[src/hdl/rst_pkg.sv]
// ----------------------------------------------------------------------------
// rst_pkg
// Shared types, constants and the encoder function of the record slot table.
// ----------------------------------------------------------------------------
package rst_pkg;

	localparam int SLOTS  = 32;
	localparam int IDX_W  = (SLOTS > 1) ? $clog2(SLOTS) : 1;
	localparam int SLOT_W = 6;
	localparam int TIME_W = 32;
	localparam int DUR_W  = 16;
	localparam int WHAT_W = 16;
	localparam int CNT_W  = 6;
	localparam int STAT_W = 3;

	localparam logic [SLOT_W-1:0] NO_SLOT = SLOT_W'(SLOTS);

	typedef enum logic [1:0] {
		KIND_INSERT = 2'd0,
		KIND_FREE   = 2'd1,
		KIND_SEEK   = 2'd2,
		KIND_UNUSED = 2'd3
	} kind_t;

	typedef enum logic [STAT_W-1:0] {
		ST_OK    = 3'd0,
		ST_FULL  = 3'd1,
		ST_EMPTY = 3'd2,
		ST_NONE  = 3'd3,
		ST_BAD   = 3'd4
	} status_t;

	typedef enum logic {
		S_IDLE = 1'b0,
		S_LOAD = 1'b1
	} state_t;

	typedef struct packed {
		logic exec;
		logic load;
	} cmd_t;

	typedef struct packed {
		logic             hit;
		logic [IDX_W-1:0] idx;
	} enc_t;

	// Lowest set bit of the vector.
	function automatic enc_t first_set(input logic [SLOTS-1:0] vec);
		enc_t r;
		r.hit = 1'b0;
		r.idx = '0;
		for (int i = SLOTS - 1; i >= 0; i--) begin
			if (vec[i]) begin
				r.hit = 1'b1;
				r.idx = IDX_W'(i);
			end
		end
		return r;
	endfunction

endpackage

[src/hdl/rst_ctrl.sv]
// ----------------------------------------------------------------------------
// rst_ctrl
// Controller: sequences one request through execute and result load, and
// tracks the response register.
// ----------------------------------------------------------------------------
module rst_ctrl (
	input  logic           clk,
	input  logic           arst_n,
	input  logic           req_valid,
	output logic           req_ready,
	output logic           rsp_valid,
	input  logic           rsp_ready,
	output rst_pkg::cmd_t  cmd
);

	rst_pkg::state_t state_q, state_d;
	logic            full_q, full_d;

	always_ff @(posedge clk or negedge arst_n) begin
		if (!arst_n) begin
			state_q <= rst_pkg::S_IDLE;
			full_q  <= 1'b0;
		end else begin
			state_q <= state_d;
			full_q  <= full_d;
		end
	end

	always_comb begin
		state_d   = state_q;
		cmd.exec  = 1'b0;
		cmd.load  = 1'b0;
		req_ready = 1'b0;
		case (state_q)
			rst_pkg::S_IDLE: begin
				req_ready = 1'b1;
				if (req_valid) begin
					cmd.exec = 1'b1;
					state_d  = rst_pkg::S_LOAD;
				end
			end
			rst_pkg::S_LOAD: begin
				if (!full_q || rsp_ready) begin
					cmd.load = 1'b1;
					state_d  = rst_pkg::S_IDLE;
				end
			end
			default: begin
				state_d = rst_pkg::S_IDLE;
			end
		endcase
		if (cmd.load) begin
			full_d = 1'b1;
		end else if (rsp_ready) begin
			full_d = 1'b0;
		end else begin
			full_d = full_q;
		end
	end

	assign rsp_valid = full_q;

endmodule

[src/hdl/rst_datapath.sv]
// ----------------------------------------------------------------------------
// rst_datapath
// Occupancy vector with priority encoders, record memories, result stage and
// response register.
// ----------------------------------------------------------------------------
module rst_datapath (
	input  logic                         clk,
	input  logic                         arst_n,
	input  rst_pkg::cmd_t                cmd,
	input  logic [1:0]                   kind,
	input  logic [4:0]                   slot,
	input  logic [rst_pkg::TIME_W-1:0]   rec_time,
	input  logic [rst_pkg::DUR_W-1:0]    rec_duration,
	input  logic [rst_pkg::WHAT_W-1:0]   rec_what,
	output logic [rst_pkg::STAT_W-1:0]   status,
	output logic [rst_pkg::SLOT_W-1:0]   found_slot,
	output logic [rst_pkg::TIME_W-1:0]   out_time,
	output logic [rst_pkg::DUR_W-1:0]    out_duration,
	output logic [rst_pkg::WHAT_W-1:0]   out_what,
	output logic [rst_pkg::CNT_W-1:0]    used_count
);

	logic [rst_pkg::TIME_W-1:0] time_mem [rst_pkg::SLOTS];
	logic [rst_pkg::DUR_W-1:0]  dur_mem  [rst_pkg::SLOTS];
	logic [rst_pkg::WHAT_W-1:0] what_mem [rst_pkg::SLOTS];

	logic [rst_pkg::SLOTS-1:0]  occ_q, occ_d;
	logic [rst_pkg::CNT_W-1:0]  count_q, count_d;

	logic [rst_pkg::TIME_W-1:0] rd_time_s1;
	logic [rst_pkg::DUR_W-1:0]  rd_dur_s1;
	logic [rst_pkg::WHAT_W-1:0] rd_what_s1;
	rst_pkg::status_t           status_s1, status_d;
	logic [rst_pkg::SLOT_W-1:0] found_s1, found_d;
	logic                       hit_s1, hit_d;

	logic [rst_pkg::STAT_W-1:0] status_q;
	logic [rst_pkg::SLOT_W-1:0] found_slot_q;
	logic [rst_pkg::TIME_W-1:0] out_time_q;
	logic [rst_pkg::DUR_W-1:0]  out_duration_q;
	logic [rst_pkg::WHAT_W-1:0] out_what_q;
	logic [rst_pkg::CNT_W-1:0]  used_count_q;

	logic [7:0]                 slot_ext;
	logic [rst_pkg::IDX_W-1:0]  idx;
	logic                       bad_idx;
	logic [rst_pkg::SLOTS-1:0]  ge_mask;
	rst_pkg::enc_t              free_enc, seek_enc;
	logic                       wr_en;

	assign slot_ext = 8'(slot);
	assign idx      = slot_ext[rst_pkg::IDX_W-1:0];
	assign bad_idx  = (int'(slot_ext) >= rst_pkg::SLOTS);

	always_comb begin
		for (int i = 0; i < rst_pkg::SLOTS; i++) begin
			ge_mask[i] = (i >= int'(slot_ext));
		end
	end

	assign free_enc = rst_pkg::first_set(~occ_q);
	assign seek_enc = rst_pkg::first_set(occ_q & ge_mask);

	always_comb begin
		status_d = rst_pkg::ST_BAD;
		found_d  = rst_pkg::NO_SLOT;
		hit_d    = 1'b0;
		wr_en    = 1'b0;
		occ_d    = occ_q;
		count_d  = count_q;
		case (rst_pkg::kind_t'(kind))
			rst_pkg::KIND_INSERT: begin
				if (rec_time == '0) begin
					status_d = rst_pkg::ST_BAD;
				end else if (!free_enc.hit) begin
					status_d = rst_pkg::ST_FULL;
				end else begin
					status_d             = rst_pkg::ST_OK;
					found_d              = rst_pkg::SLOT_W'(free_enc.idx);
					wr_en                = 1'b1;
					occ_d[free_enc.idx]  = 1'b1;
					count_d              = count_q + 1'b1;
				end
			end
			rst_pkg::KIND_FREE: begin
				if (bad_idx) begin
					status_d = rst_pkg::ST_BAD;
				end else if (!occ_q[idx]) begin
					status_d = rst_pkg::ST_EMPTY;
					found_d  = rst_pkg::SLOT_W'(idx);
				end else begin
					status_d   = rst_pkg::ST_OK;
					found_d    = rst_pkg::SLOT_W'(idx);
					occ_d[idx] = 1'b0;
					count_d    = count_q - 1'b1;
				end
			end
			rst_pkg::KIND_SEEK: begin
				if (bad_idx) begin
					status_d = rst_pkg::ST_BAD;
				end else if (!seek_enc.hit) begin
					status_d = rst_pkg::ST_NONE;
				end else begin
					status_d = rst_pkg::ST_OK;
					found_d  = rst_pkg::SLOT_W'(seek_enc.idx);
					hit_d    = 1'b1;
				end
			end
			default: begin
				status_d = rst_pkg::ST_BAD;
			end
		endcase
	end

	always_ff @(posedge clk or negedge arst_n) begin
		if (!arst_n) begin
			occ_q   <= '0;
			count_q <= '0;
		end else if (cmd.exec) begin
			occ_q   <= occ_d;
			count_q <= count_d;
		end
	end

	always_ff @(posedge clk) begin
		if (cmd.exec && wr_en) begin
			time_mem[free_enc.idx] <= rec_time;
			dur_mem[free_enc.idx]  <= rec_duration;
			what_mem[free_enc.idx] <= rec_what;
		end
	end

	always_ff @(posedge clk) begin
		if (cmd.exec) begin
			rd_time_s1 <= time_mem[seek_enc.idx];
			rd_dur_s1  <= dur_mem[seek_enc.idx];
			rd_what_s1 <= what_mem[seek_enc.idx];
			status_s1  <= status_d;
			found_s1   <= found_d;
			hit_s1     <= hit_d;
		end
	end

	always_ff @(posedge clk) begin
		if (cmd.load) begin
			status_q       <= status_s1;
			found_slot_q   <= found_s1;
			used_count_q   <= count_q;
			out_time_q     <= hit_s1 ? rd_time_s1 : '0;
			out_duration_q <= hit_s1 ? rd_dur_s1 : '0;
			out_what_q     <= hit_s1 ? rd_what_s1 : '0;
		end
	end

	assign status       = status_q;
	assign found_slot   = found_slot_q;
	assign out_time     = out_time_q;
	assign out_duration = out_duration_q;
	assign out_what     = out_what_q;
	assign used_count   = used_count_q;

endmodule

[src/hdl/record_slot_table.sv]
// ----------------------------------------------------------------------------
// record_slot_table
// Table of timestamped records with insert, free and seek requests.
// ----------------------------------------------------------------------------
// Channel  Handshake            Words
// req      req_valid/req_ready  kind, slot, rec_time, rec_duration, rec_what
// rsp      rsp_valid/rsp_ready  status, found_slot, out_time, out_duration,
//                               out_what, used_count
//
// The accept cycle runs the priority encoders over the occupancy vector and
// the memory access; the result loads once the response register is free or
// being taken. A new request is taken while a finished response waits; a
// third waits. Reset clears the occupancy vector and count at once; no sweep.
// ----------------------------------------------------------------------------
module record_slot_table (
	input  logic                         clk,
	input  logic                         arst_n,
	input  logic                         req_valid,
	output logic                         req_ready,
	input  logic [1:0]                   kind,
	input  logic [4:0]                   slot,
	input  logic [rst_pkg::TIME_W-1:0]   rec_time,
	input  logic [rst_pkg::DUR_W-1:0]    rec_duration,
	input  logic [rst_pkg::WHAT_W-1:0]   rec_what,
	output logic                         rsp_valid,
	input  logic                         rsp_ready,
	output logic [rst_pkg::STAT_W-1:0]   status,
	output logic [rst_pkg::SLOT_W-1:0]   found_slot,
	output logic [rst_pkg::TIME_W-1:0]   out_time,
	output logic [rst_pkg::DUR_W-1:0]    out_duration,
	output logic [rst_pkg::WHAT_W-1:0]   out_what,
	output logic [rst_pkg::CNT_W-1:0]    used_count
);

	rst_pkg::cmd_t cmd;

	rst_ctrl u_ctrl (
		.clk       (clk),
		.arst_n    (arst_n),
		.req_valid (req_valid),
		.req_ready (req_ready),
		.rsp_valid (rsp_valid),
		.rsp_ready (rsp_ready),
		.cmd       (cmd)
	);

	rst_datapath u_datapath (
		.clk          (clk),
		.arst_n       (arst_n),
		.cmd          (cmd),
		.kind         (kind),
		.slot         (slot),
		.rec_time     (rec_time),
		.rec_duration (rec_duration),
		.rec_what     (rec_what),
		.status       (status),
		.found_slot   (found_slot),
		.out_time     (out_time),
		.out_duration (out_duration),
		.out_what     (out_what),
		.used_count   (used_count)
	);

endmodule

[config.mk]
export PLATFORM = sky130hd
export DESIGN_NAME = record_slot_table
export DESIGN_NICKNAME = d
export VERILOG_FILES = /design/src/hdl/rst_pkg.sv /design/src/hdl/rst_ctrl.sv /design/src/hdl/rst_datapath.sv /design/src/hdl/record_slot_table.sv
export SDC_FILE = /design/constraint.sdc
export NUM_CORES = 2
export LEC_CHECK = 0
export BUFFER_PORTS_ARGS = -buffer_cell sky130_fd_sc_hd__buf_2
export CAP_MARGIN = 20
export CORE_MARGIN = 3
export CORE_UTILIZATION = 50
export CTS_BUF_LIST = sky130_fd_sc_hd__clkbuf_8 sky130_fd_sc_hd__clkbuf_16
export CTS_CLUSTER_SIZE = 40
export DETAILED_ROUTE_END_ITERATION = 6
export PLACE_DENSITY = 0.66
export SETUP_SLACK_MARGIN = 0.15
export SYNTH_ARGS = -nofsm -noshare
export SYNTH_HDL_FRONTEND = slang
export SYNTH_SLANG_ARGS = --single-unit
[constraint.sdc]
create_clock -name clk -period 24.8 [get_ports clk]
set_input_delay 3.72 -clock clk [delete_from_list [all_inputs] [get_ports clk]]
set_output_delay 3.72 -clock clk [all_outputs]
set_load 0.05 [all_outputs]
Yosys cells after proc, flatten, opt, wreduce, memory -nomap -nowiden. Memories as Yosys holds them, arrays and structs flattened. A register that Yosys moved wholly into a read port is not among the register bits. Index checks and enable logic that the tools add are counted.

Register bits: 129. Output and inout port bits: 81. Bits in writable memories: 2048. Word-level logic and storage cells: 187. Memories: 3. Input port bits: 75.

Bitwise gates (word level): 7. Add/subtract/negate cells: 2. Mux-type cells: 108. $lt $le $gt $ge: 37. Equality and inequality tests: 6. Reductions and logical operators: 11.

Memories: u_datapath.time_mem (words 32, width 32, read ports 1, clocked after memory_dff 1, write ports 1, line rst_datapath.sv:23) `logic [rst_pkg::TIME_W-1:0] time_mem [rst_pkg::SLOTS];`; u_datapath.dur_mem (words 32, width 16, read ports 1, clocked after memory_dff 1, write ports 1, line rst_datapath.sv:24) `logic [rst_pkg::DUR_W-1:0] dur_mem [rst_pkg::SLOTS];`; u_datapath.what_mem (words 32, width 16, read ports 1, clocked after memory_dff 1, write ports 1, line rst_datapath.sv:25) `logic [rst_pkg::WHAT_W-1:0] what_mem [rst_pkg::SLOTS];`.

Operators by type and width (count): $mux 6 (73); $mux 32 (4); $ge 5x5->1 const A (16); $and 32x32->32 (2); $not 32->32 (2); $pmux 32 s2 (1); $ge 4x5->1 const A (8); $logic_not 32->1 (1); $or 32x32->32 (1); $ge 3x5->1 const A (4); $mux 1 (18); $pmux 6 s3 (1); $lt 5x6->1 const B (2); $pmux 6 s2 (1); $demux 1 s5 (2); $ge 1x5->1 const A (2); $ge 2x5->1 const A (2); $ge 5x1->1 const B (2); $mux 3 (3); $pmux 3 s3 (1); $add 6x1->6 const B (1); $ge 5x6->1 const B (1); $reduce_and 6->1 (1); $sub 6x1->6 const B (1); other kinds (14) (21).

Longest topological paths before layout.
Depth in word-level cells: 41. Depth in mapped cells: 17. Depth with buffers taken out: 10.

Modules after synthesis. From an unflattened synthesis, not the netlist that was laid out.

Cells, all modules: 5788. Area, all modules: 88336.0 um^2.

By module, submodules not included: rst_datapath (sequential area each 67044.3 um^2, instances 1, cells each 5779, area each 88234.6 um^2); rst_ctrl (sequential area each 50.0 um^2, instances 1, cells each 9, area each 101.3 um^2).

Worst setup path before layout. OpenSTA, ideal clock, no wires.

Kind: input-to-reg. From: in req_valid. To: mem u_datapath.dur_mem[28][0] in the netlist's numbering (enable). Path buffers: 0. Arrival: 14536 ps. Library setup time: 644 ps. Cell stages on the path: 3. Path slack: 9620 ps. Required time: 24156 ps. Cell sequence: nor2b_1 > nand3_1 > nor4_1.

Longest elaborated chain between the ends: 5.

Ends and longest elaborated chain: start, declared (line record_slot_table.sv:18) `input logic req_valid,`; $mux 1 (line rst_ctrl.sv:37) `if (req_valid) begin`; $mux 1 (line rst_ctrl.sv:34) `case (state_q)`; $logic_and 1x1->1 (line rst_datapath.sv:126) `if (cmd.exec && wr_en) begin`; $mux 1 (line rst_datapath.sv:126); $mux 1 (not written as such) (line rst_datapath.sv:128) `dur_mem[free_enc.idx] <= rec_duration;`; end, declared (line rst_datapath.sv:24).

Every way passes these cells.

Worst setup path in the final report.
From: in slot[4]. To: reg u_datapath.rd_what_s1[14] in the netlist's numbering, read port of u_datapath.what_mem (data pin).

Longest elaborated chain between the ends: 34. Elaborated cells between the ends (all ways): 65. Classes of those cells: order compare (32); mux (32); bitwise (1).

Ends and longest elaborated chain: start, declared (line record_slot_table.sv:21) `input logic [4:0] slot,`; $ge 5x5->1 (line rst_datapath.sv:57) `ge_mask[i] = (i >= int'(slot_ext));`; $and 32x32->32 * (line rst_datapath.sv:62) `assign seek_enc = rst_pkg::first_set(occ_q & ge_mask);`; $mux 6 (31 in series) (line rst_pkg.sv:54) `if (vec[i]) begin`; $mux 6 * (line rst_pkg.sv:54); end, declared (line rst_datapath.sv:32) `logic [rst_pkg::WHAT_W-1:0] rd_what_s1;`.

Mark *: on every way between the ends. The rest lies on a longest branch, timed or not. A chain may end at the register's enable or synchronous reset.

==> results.yml <==
status:
  status: "finished clean"
die:
  row_count: 153
  die-area_mm2: 0.181
  die_y_um: 425
  initial_utilization_pct: 50.4
  ios: 156
  fp.dieW_um: 425
  core-area_mm2: 0.174
logic_synthesis:
  synth_xor_area_share_pct: 0.0598
  yosys.area_share.simple_pct: 13.5
  synth.avg_cell_area_um2: 14.0
  synth_area_mm2: 0.0879
  synthFlopType: "edfxtp_1"
  synth_fp_nets: 6371
  synth.distinct_cells: 85
  async_flop_share_pct: 1.78
  ys_ff_latch: 2241
  syn-instance-count: 6291
  synth_warnings: 0
  yosysSeqAreaShare_pct: 76.3
  synth_edf_count: 2201
  synth_fa_ha_area_share_pct: 0.0797
  synth_compound_area_share_pct: 5.31
  yosys-mux-area-fraction_pct: 2.70
  synth_top_family_by_area: "simple AND/OR/NAND/NOR gates"
critical_path:
  critPathSlowestCell: "buf_4"
  slowest_delay_ns: 0.80
  reg2reg_setup_slack_ns: 18.83
  crit_arrival_ns: 9.72
  crit_top_cell: "buf_4"
  r2r_cells: 14
  path_cells: "buf_2 -> inv_1 -> nor2_1 -> o311ai_0 -> a211o_1 -> o21ai_4 -> buf_4 -> buf_4 -> buf_4 -> buf_4 -> nand2_1 -> and3_1 -> a211oi_1 -> nor4_1 -> o211ai_1"
  cp_data_required_time_ns: 25.50
  cp_max_fo: 76
  critical_path_class: "in -> reg"
  startpoint_type: "input port"
  cp-end-kind: "flop"
  r2r_end: "u_datapath.rd_what_s1[14]"
  r2r_start: "u_datapath.occ_q[17]"
finish:
  layout-drive-gt1-share_pct: 9.91
  final_cells: 8901
  nets: 6471
  stdcell_area_mm2: 0.0980
  final_util_pct: 56.2
  areaGrowthSynthToFinish_pct: 11.4
clock_tree:
  clock_sinks: 2241
  cts_tree: "done"
  cts_max_level: 4
  clkTransAtPathRegs_ns: 0.06
  numCtsBuffers: 216
  cts-root-buf: "clkbuf_16"
  cts_setup_buffers: 0
  clkLatencyLatePin_ns: 0.86
  clk_path_buf_depth: 3
  cts_resized: 0
  cts_hold_buf: 0
placement:
  place_inst: 8497
  gp_congestion: 0.847
  place_area_mm2: 0.0913
  hpwl_mm: 123
  io_buffers: 155
  post-place-ws_ns: 15.12
sta:
  setup_viol: 0
  slew_violations: 0
  relSlewSlack_pct: 15.8
  setup_ws_ns: 15.77
  worst_pin_slew_ns: 1.26
  rsz0062_at_grt: "no"
  clock.fmax_mhz: 111
  hold_slack_ns: 0.418
  timing.final.crit_share_pct: 36.4
  fin_crit_ns: 9.03
  fin_setup_tns_ns: 0
  hold_viol: 0
  skew_ns: 0.0287
pwr:
  p_sw_share_pct: 25.8
  powerDensity_mw_per_mm2: 85.1
  p_seq_share_pct: 51.4
  peakVddDrop_uv: 65.4
  p_leak_nw: 33.0
  combPwrFrac_pct: 11.6
  clkPwrFrac_pct: 37.0
  intPower_mw: 6.19
  finalPower_mw: 8.34
  p_sw_mw: 2.15
min_path:
  min_to: "u_datapath.found_slot[2]"
  hold_start: "u_datapath.found_s1[2]"
  hold_class: "reg -> reg"
  hold_path_depth: 0
global_route:
  grt_max_degree: 183
  track_usage_pct: 26.9
  antenna_found_initial: 21
  overflow: 0
  grt_pass1_wl_mm: 357
  first_global_vias: 52100
routing:
  drt-wirelength-per-cell_um: 27.6
  vias_per_cell: 6.15
  final_antenna_net_count: 0
  num_vias: 54800
  drc: 0
  dr.pass1.iters: 6
  drt-initial-drc-count: 7309
  routed_wl_mm: 245
run:
  max_cap_viol_count: 0
[area by class of cell]
| type | instances | area, um2 |
|---|---|---|
| antenna | 9 | 22.5 |
| clock buffer | 218 | 5460 |
| clock inverter | 176 | 1170 |
| fill | 13600 | 76400 |
| inverter | 25 | 93.8 |
| multi-input combinational | 3633 | 19400 |
| sequential | 2241 | 67100 |
| tap | 2325 | 2910 |
| timing repair buffer | 274 | 1780 |
[worst max path at each step]
stage,from,end,slack [ns]
detailed placement,slot[1],u_datapath.rd_what_s1[12],15.12
CTS,slot[1],u_datapath.rd_what_s1[12],16.04
floorplan,req_valid,u_datapath.dur_mem[28][0],9.62
global route,slot[4],u_datapath.rd_what_s1[7],15.45
global placement,slot[1],u_datapath.rd_what_s1[13],15.14
finish,slot[4],u_datapath.rd_what_s1[14],15.77
[cell usage after synthesis, drive strengths merged, types with 4 or more instances]
cell / instances / area share, %
nand4: 135 / 0.97
nor2: 59 / 0.26
a31oi: 187 / 1.3
and2: 74 / 0.53
a222oi: 5 / 0.057
a21o: 7 / 0.060
o211ai: 68 / 0.59
o22ai: 5 / 0.036
a221o: 7 / 0.080
a221oi: 5 / 0.057
o31a: 4 / 0.040
mux4: 9 / 0.23
dfrtp: 40 / 1.1
mux2i: 207 / 2.4
buf: 170 / 1.0
clkbuf: 222 / 0.96
a211oi: 65 / 0.55
o21a: 4 / 0.034
nor4: 82 / 0.58
a22oi: 59 / 0.50
nand3: 528 / 3.0
a31o: 5 / 0.050
inv: 25 / 0.11
mux2: 9 / 0.12
nand2: 1680 / 7.2
nor2b: 11 / 0.078
o221ai: 4 / 0.040
edfxtp: 2201 / 75
a21boi: 9 / 0.077
ha: 4 / 0.057
and3: 80 / 0.57
nor3: 10 / 0.063
nand2b: 7 / 0.050
or2: 5 / 0.036
a311oi: 8 / 0.080
o2111ai: 6 / 0.060
or3: 8 / 0.057
o21ai: 89 / 0.51
o21bai: 4 / 0.034
nand3b: 4 / 0.034
a21oi: 143 / 0.81
xnor2: 6 / 0.060
[metal layers]
layer	share of wire, %	wire length, um	track usage (%)	up-vias
met5	0.019	46	0	-
met4	2.9	7110	8.61	8
met3	11	26600	5.03	452
met2	46	112000	41.2	3201
met1	40	99200	39.2	27400
li1	-	-	-	23700
[logic make-up after synthesis]
family | after synthesis
AO/OA/AOI/OAI | 710
XOR/XNOR | 6
adder cells (fa/ha/maj) | 5
buffers and inverters | 417
flip-flops | 2241
multiplexers | 225
AND/OR/NAND/NOR | 2687
[flip-flops by register name, summed over array words and instances, names as in the netlist]
register / count
u_datapath.found_slot: 6
u_datapath.status: 3
u_ctrl.state_q: 1
u_datapath.out_time: 32
u_datapath.used_count: 6
u_datapath.dur_mem: 512
u_datapath.out_what: 16
u_datapath.what_mem: 512
u_datapath.count_q: 6
u_datapath.out_duration: 16
u_datapath.hit_s1: 1
u_datapath.rd_time_s1: 32
u_datapath.time_mem: 1024
u_datapath.rd_what_s1: 16
u_ctrl.rsp_valid: 1
u_datapath.status_s1: 3
u_datapath.found_s1: 6
u_datapath.rd_dur_s1: 16
u_datapath.occ_q: 32
[power groups by stage]
stage	Clock, mW	Sequential, mW	Combinational (mW)
floorplan	0	4.41	0.554
global placement	0	4.37	0.939
detailed placement	0	4.37	0.952
CTS	3.12	4.29	0.956
global route	3.28	4.29	1.04
finish	3.09	4.29	0.963
[critical path, delay by kind of cell]
kind	cells	cell delay [ns]
compound gates	5	1.14
buf+inv	6	3.81
simple gates	4	0.73
[layout by cell type (no fill, tap or decap), types with 8 or more instances in the layout]
master      synthesis  final
a211oi_1           65     65
a21boi_0            8      8
a21oi_1           143    140
a22oi_1            59     59
a311oi_1            8      8
a31oi_1           186    184
and2_1             73     72
and3_1             80     80
buf_2              92    155
buf_4              27    111
bufinv_16           0     10
clkbuf_16           0    218
clkinv_1            0     47
clkinv_2            0     31
clkinvlp_4          0      8
dfrtp_1            40     40
diode_2             0      9
edfxtp_1         2201   2201
inv_1              24     87
mux2i_1           207    207
mux4_2              9      9
nand2_1          1679   1674
nand3_1           527    527
nand4_1           134    134
nor2_1             57     32
nor2_4              1     26
nor2b_1            11     10
nor3_1              9      9
nor4_1             82     70
nor4_2              0     12
o211ai_1           66     66
o21ai_0            83     83
No activity file was read; power rests on OpenSTA's default activity.
